===== src/hdl/s2c_pkg.sv =====
// Shared types, constants and helper functions of the spherical to Cartesian converter.
`default_nettype none
package s2c_pkg;

	localparam int RW = 32;
	localparam int AW = 16;
	localparam int VW = 33;
	localparam int ZW = 34;
	localparam int OW = 33;
	localparam int PW = 2 * VW;
	localparam int FRAC_TRIG = 30;
	localparam int SCALE_STAGES = 4;

	localparam logic signed [VW-1:0] ONE_OVER_GAIN = 33'sd652032874;
	localparam logic signed [PW-1:0] OUT_MAX = 66'sd4294967295;
	localparam logic signed [PW-1:0] ROUND_HALF = 66'sd536870912;

	localparam logic [1:0] QUAD_0 = 2'd0;
	localparam logic [1:0] QUAD_1 = 2'd1;
	localparam logic [1:0] QUAD_2 = 2'd2;
	localparam logic [1:0] QUAD_3 = 2'd3;

	typedef struct packed {
		logic signed [VW-1:0] x;
		logic signed [VW-1:0] y;
		logic signed [ZW-1:0] z;
		logic                 flip;
	} rot_t;

	typedef struct packed {
		logic [RW-1:0] radius;
		rot_t          az;
		rot_t          el;
	} cell_data_t;

	// atan(2^-k), full turn = 2^32, rounded to nearest
	function automatic logic signed [ZW-1:0] atan_val(input logic [4:0] k);
		logic signed [ZW-1:0] v;
		case (k)
			5'd0:    v = 34'sd536870912;
			5'd1:    v = 34'sd316933406;
			5'd2:    v = 34'sd167458907;
			5'd3:    v = 34'sd85004756;
			5'd4:    v = 34'sd42667331;
			5'd5:    v = 34'sd21354465;
			5'd6:    v = 34'sd10679838;
			5'd7:    v = 34'sd5340245;
			5'd8:    v = 34'sd2670163;
			5'd9:    v = 34'sd1335087;
			5'd10:   v = 34'sd667544;
			5'd11:   v = 34'sd333772;
			5'd12:   v = 34'sd166886;
			5'd13:   v = 34'sd83443;
			5'd14:   v = 34'sd41722;
			5'd15:   v = 34'sd20861;
			5'd16:   v = 34'sd10430;
			5'd17:   v = 34'sd5215;
			5'd18:   v = 34'sd2608;
			5'd19:   v = 34'sd1304;
			5'd20:   v = 34'sd652;
			5'd21:   v = 34'sd326;
			5'd22:   v = 34'sd163;
			5'd23:   v = 34'sd81;
			5'd24:   v = 34'sd41;
			5'd25:   v = 34'sd20;
			5'd26:   v = 34'sd10;
			5'd27:   v = 34'sd5;
			5'd28:   v = 34'sd3;
			5'd29:   v = 34'sd1;
			5'd30:   v = 34'sd1;
			default: v = 34'sd0;
		endcase
		return v;
	endfunction

	// fold angle into [-quarter, +quarter), note whether the result must be negated
	function automatic rot_t rot_init(input logic [AW-1:0] ang);
		logic signed [AW:0] t;
		rot_t r;
		case (ang[AW-1:AW-2])
			QUAD_1, QUAD_2: begin
				t = $signed({1'b0, ang}) - 17'sd32768;
				r.flip = 1'b1;
			end
			QUAD_3: begin
				t = $signed({1'b1, ang});
				r.flip = 1'b0;
			end
			default: begin
				t = $signed({1'b0, ang});
				r.flip = 1'b0;
			end
		endcase
		r.x = ONE_OVER_GAIN;
		r.y = '0;
		r.z = {t[AW], t, 16'b0};
		return r;
	endfunction

	// Q20.46 product to Q17.16, round half up, saturate
	function automatic logic signed [OW-1:0] round_sat(input logic signed [PW-1:0] p);
		logic signed [PW-1:0] s;
		logic signed [OW-1:0] r;
		s = (p + ROUND_HALF) >>> FRAC_TRIG;
		if (s > OUT_MAX)
			r = OW'(OUT_MAX);
		else if (s < -OUT_MAX)
			r = OW'(-OUT_MAX);
		else
			r = s[OW-1:0];
		return r;
	endfunction

endpackage
`default_nettype wire


===== src/hdl/s2c_cell.sv =====
// One CORDIC micro-rotation stage for azimuth and elevation, radius carried along.
`default_nettype none
module s2c_cell #(
	parameter int STEP = 0
) (
	input  wire                      clk,
	input  wire                      ld,
	input  wire s2c_pkg::cell_data_t din,
	output s2c_pkg::cell_data_t      dout
);
	import s2c_pkg::*;

	localparam int K = STEP % 32;
	localparam logic signed [ZW-1:0] ATAN = atan_val(5'(K));

	cell_data_t data_q;
	cell_data_t nxt;

	function automatic rot_t rotate(input rot_t r);
		logic signed [VW-1:0] dx;
		logic signed [VW-1:0] dy;
		rot_t o;
		dx = r.y >>> K;
		dy = r.x >>> K;
		o.flip = r.flip;
		if (!r.z[ZW-1]) begin
			o.x = r.x - dx;
			o.y = r.y + dy;
			o.z = r.z - ATAN;
		end else begin
			o.x = r.x + dx;
			o.y = r.y - dy;
			o.z = r.z + ATAN;
		end
		return o;
	endfunction

	always_comb begin
		nxt.radius = din.radius;
		nxt.az = rotate(din.az);
		nxt.el = rotate(din.el);
	end

	always_ff @(posedge clk) begin
		if (ld)
			data_q <= nxt;
	end

	assign dout = data_q;

endmodule
`default_nettype wire


===== config.mk =====
export PLATFORM = sky130hd
export DESIGN_NAME = s2c_cell
export DESIGN_NICKNAME = d
export VERILOG_FILES = /design/src/hdl/s2c_pkg.sv /design/src/hdl/s2c_cell.sv
export SDC_FILE = /design/constraint.sdc
export NUM_CORES = 1
export LEC_CHECK = 0
export BUFFER_PORTS_ARGS = -buffer_cell sky130_fd_sc_hd__clkbuf_2
export CAP_MARGIN = 20
export CELL_PAD_IN_SITES_DETAIL_PLACEMENT = 0
export CELL_PAD_IN_SITES_GLOBAL_PLACEMENT = 1
export CORE_MARGIN = 10
export CORE_UTILIZATION = 41
export CTS_BUF_LIST = sky130_fd_sc_hd__clkbuf_4 sky130_fd_sc_hd__clkbuf_8 sky130_fd_sc_hd__clkbuf_16
export DETAILED_ROUTE_END_ITERATION = 12
export GPL_ROUTABILITY_DRIVEN = 0
export GPL_TIMING_DRIVEN = 0
export PLACE_DENSITY_LB_ADDON = 0.1
export SLEW_MARGIN = 30
export SYNTH_ARGS = -nofsm -noshare
export SYNTH_HDL_FRONTEND = slang
export SYNTH_SLANG_ARGS = --single-unit

===== constraint.sdc =====
create_clock -name clk -period 3.9 [get_ports clk]
set_input_delay 0.195 -clock clk [delete_from_list [all_inputs] [get_ports clk]]
set_output_delay 0.195 -clock clk [all_outputs]
set_load 0.1 [all_outputs]

==> flow_results.org <==
** Finish
- Measured on the finished design, the core utilization comes to 0.5298.
- Fraction of layout instances using a drive strength above 1 :: 0.2174
- Layout net count :: 2982
- Filler Cell Count :: 4078
- Flip-flop count of the largest register after layout :: 232
- Synthesis-to-layout area growth :: 28.26%

** Hold path
- Worst hold path stage count :: 3
- The startpoint identified for the worst hold timing path is din[168].
- Worst min path class :: in2reg

** Logic synthesis
- Of the post-synthesis cell area, the dominant cell type holds 0.3830.
- Yosys reg bits :: 232
- Synthesis instantiated 84 different standard cells from the library.
- Top-count cell post-synth :: sky130_fd_sc_hd__edfxtp_1
- Post-synthesis area per instance :: between 9 and 10 µm²
- For this run, the number of Yosys warnings is 0.
- Leading register cell type out of synthesis :: sky130_fd_sc_hd__edfxtp_1
- Mapped Nets :: 2382
- Counting flops with an async set or reset pin after synthesis yields a share of 0.
- Proportion of synthesized chip area in sequential cells :: 0.3830
- Sorting the synthesized cells by area gives the leading types as sky130_fd_sc_hd__edfxtp_1, sky130_fd_sc_hd__ha_1, sky130_fd_sc_hd__a21oi_1.
- Number of flops mapped to enable cells by yosys :: about 230
- Counting instances in the post-synthesis netlist gives the leading cell types as sky130_fd_sc_hd__edfxtp_1, sky130_fd_sc_hd__a21oi_1, sky130_fd_sc_hd__inv_1.
- Synthesis produced ~1900 cells.
- The biggest area contributor in the post-synthesis netlist is sky130_fd_sc_hd__edfxtp_1.
- After synthesis the cells add up to 18190 µm².

** Place
- Detailed placement finished with a half-perimeter wire length of approximately 56000 µm.
- At the placement stage, the worst setup path has a slack of 0.09199 ns.
- Number of buffers added on ports :: roughly 470

** Critical path
- The critical path is of the in2reg type.
- Arrival time of data at the critical path endpoint :: 4.11 ns
- Worst setup EP type :: register
- Counting both buffers and inverters, the worst setup path holds a total of 2.
- Traced cell by cell, the critical path runs through dlygate4sd3_1, clkbuf_2, ha_1, nor2b_1, o311ai_1, a2111oi_0, o31ai_1, nand2b_1, a2111oi_0, nor4_1, a211oi_1, xnor2_1.
- Most repeated library cell on the critical path :: sky130_fd_sc_hd__a2111oi_0
- Total number of cells along the worst setup path :: 12
- Delay contributed by the slowest stage of the critical path :: 0.60 ns
- In this run the worst setup path begins at din[169].
- For this design, the slowest cell found on the critical path is sky130_fd_sc_hd__o31ai_1.
- Data on the critical path is required at its endpoint by roughly 4.2 ns.
- Along the worst path, the maximum fanout reaches 3.
- Cell family with most CP delay :: compound AO/OA/AOI/OAI gates
- Launching element type of the critical path :: input port

** STA
- Actual transition at the worst max-transition pin :: about 1.1 ns
- Once routing completed, OpenROAD measured the worst setup slack at 0.09675 ns.
- Final Setup Violations :: 0
- The number of slew-limit violations in the final report was 0.
- Post-route clock period utilization :: 0.9752
- The worst pin sits at a relative slew slack of 0.2874.
- Final critical delay including setup and external delays :: 3.803 ns
- Hold is met by 0.06193 ns.
- Setup repair after global routing left no endpoint under its margin.
- The number of hold-slack violations in the final timing report was 0.
- Maximum clock frequency :: ~260 MHz

** Die
- The total area inside the core boundary comes to 44030 µm².
- Measured along the x axis, the die boundary spans 230.6 µm.
- Count of pins on the block boundary :: 470
- Die outline area :: 53180 µm²
- Vertical die dimension :: 230.6 µm
- Row count :: 77
- For this configuration, the core starts out at a cell density of 0.4131.

** Status
- Outcome :: finished clean

** Drt
- Detailed router's first-iteration violation count :: 1414
- Router iterations before antenna repair :: 5
- After detailed routing, the number of remaining DRC violations is 0.
- Mean number of vias per cell :: between 5 and 6
- Count of nets left with antenna violations after detail routing :: 0
- Wires add up to 71180 µm.
- Summing over every cut layer, the via total after detailed routing is about 18000.
- Routed WL per cell :: 22.52 µm

** GRT
- Most utilized layer in the global route result :: met2
- Met1 Resource Use GR :: 0.3087
- Initial antenna violation count :: 10
- The number of global-route vias before repair came to 17620.
- For this run, global-route usage on met2 was measured as 0.4390.
- Wire length of the first global-routing pass :: 106100 µm
- Total overflow reported by the global router :: 0
- Largest net degree at the start of global routing :: 84
- For met3 alone, demand over resource in global routing was 0.05641.
- Global routing usage summed across all routing layers :: 0.2544

** CTS
- Root cell of the clock tree :: sky130_fd_sc_hd__clkbuf_16
- Reg clk slew, reported paths :: around 0.06 ns
- Post-CTS setup buffers :: 0
- Bufs on Longest Clock Path :: 3
- TritonCTS built the clock tree.
- CTS built an H-tree with a depth of 1.
- Clock buffer count from CTS :: 28
- CTS sink cnt :: between 200 and 250

** Job
- Number of maximum-capacitance violations :: 0

** Power
- In this run the static leakage power is 10.45 nW.
- Pwr/cell area :: 473.8 nW/µm²
- Total power after layout :: 11.05 mW
- Across the VDD grid, the largest voltage drop is 0.3600 mV.
-- metal layers --
layer | up-vias | wire, µm
met2 | 869 | 34400
met4 | 10 | 2366
li1 | 8201 | -
met1 | 8375 | 28550
met5 | - | 76
met3 | 170 | 5785
-- final cells by class --
class                      count  area, µm²  area share
multi-input combinational   1411      10100      0.4330
sequential                   232       6967      0.2986
timing repair buffer         570       3425      0.1468
inverter                     209      784.5     0.03363
tap                          592      740.7     0.03175
clock buffer                  32      730.7     0.03132
buffer                        88      342.8     0.01470
clock inverter                20      221.5    0.009494
antenna                        6      15.01   0.0006436
-- stage by stage --
stage	instance area, µm²	std cells	setup TNS, ns
final	23330	3160	0
after global routing	23320	3158	0
after CTS	23300	3154	0
after detailed placement	21360	3003	0
after global placement	21270	3000	-227.21
after floorplan	18190	1940	0
-- power by group --
group          internal, mW  total, mW  switching [mW]
Clock                  1.56       2.68            1.12
Sequential             3.18       3.29           0.104
Combinational          1.07       5.09            4.01
-- path summary, 6_finish.rpt --
check	to
hold / removal	dout[201]
setup / recovery	dout[165]
-- placed cells by master (no fill, tap or decap), drive strengths merged, types with 10 or more instances in the layout --
cell,Yosys,final
o21ai,120,120
nand2,85,85
edfxtp,232,232
nand3b,10,10
nand4,17,17
a211oi,24,24
a21o,55,55
mux2i,25,25
nor2b,21,21
nand3,21,21
xor2,19,19
o21a,17,17
buf,31,34
a2111oi,11,11
o31ai,25,25
nor2,150,150
clkbuf,57,557
nand2b,17,17
nor4,20,20
ha,198,198
nor3,42,42
xnor2,111,111
o211ai,13,13
a31oi,12,12
o31a,10,10
inv,202,205
dlygate4sd3,0,99
o21bai,37,37
clkinv,7,18
a21oi,226,226
-- what timing repair did --
| item | CTS | global route |
|---|---|---|
| resized for setup | 0 | 0 |
| hold buffers | 99 | 0 |
| endpoints found under the hold margin | 99 | 0 |
-- logic make-up after synthesis --
group                      share of synthesized area
DFF                                           0.3830
muxes                                        0.01376
xor gates and xnor gates                     0.06260
adders and majority gates                     0.1450
buffers and inverters                        0.06198
and+or+nand+nor                               0.1099
AOI/OAI and AO/OA                             0.2237
No activity file was read; power rests on OpenSTA's default activity.
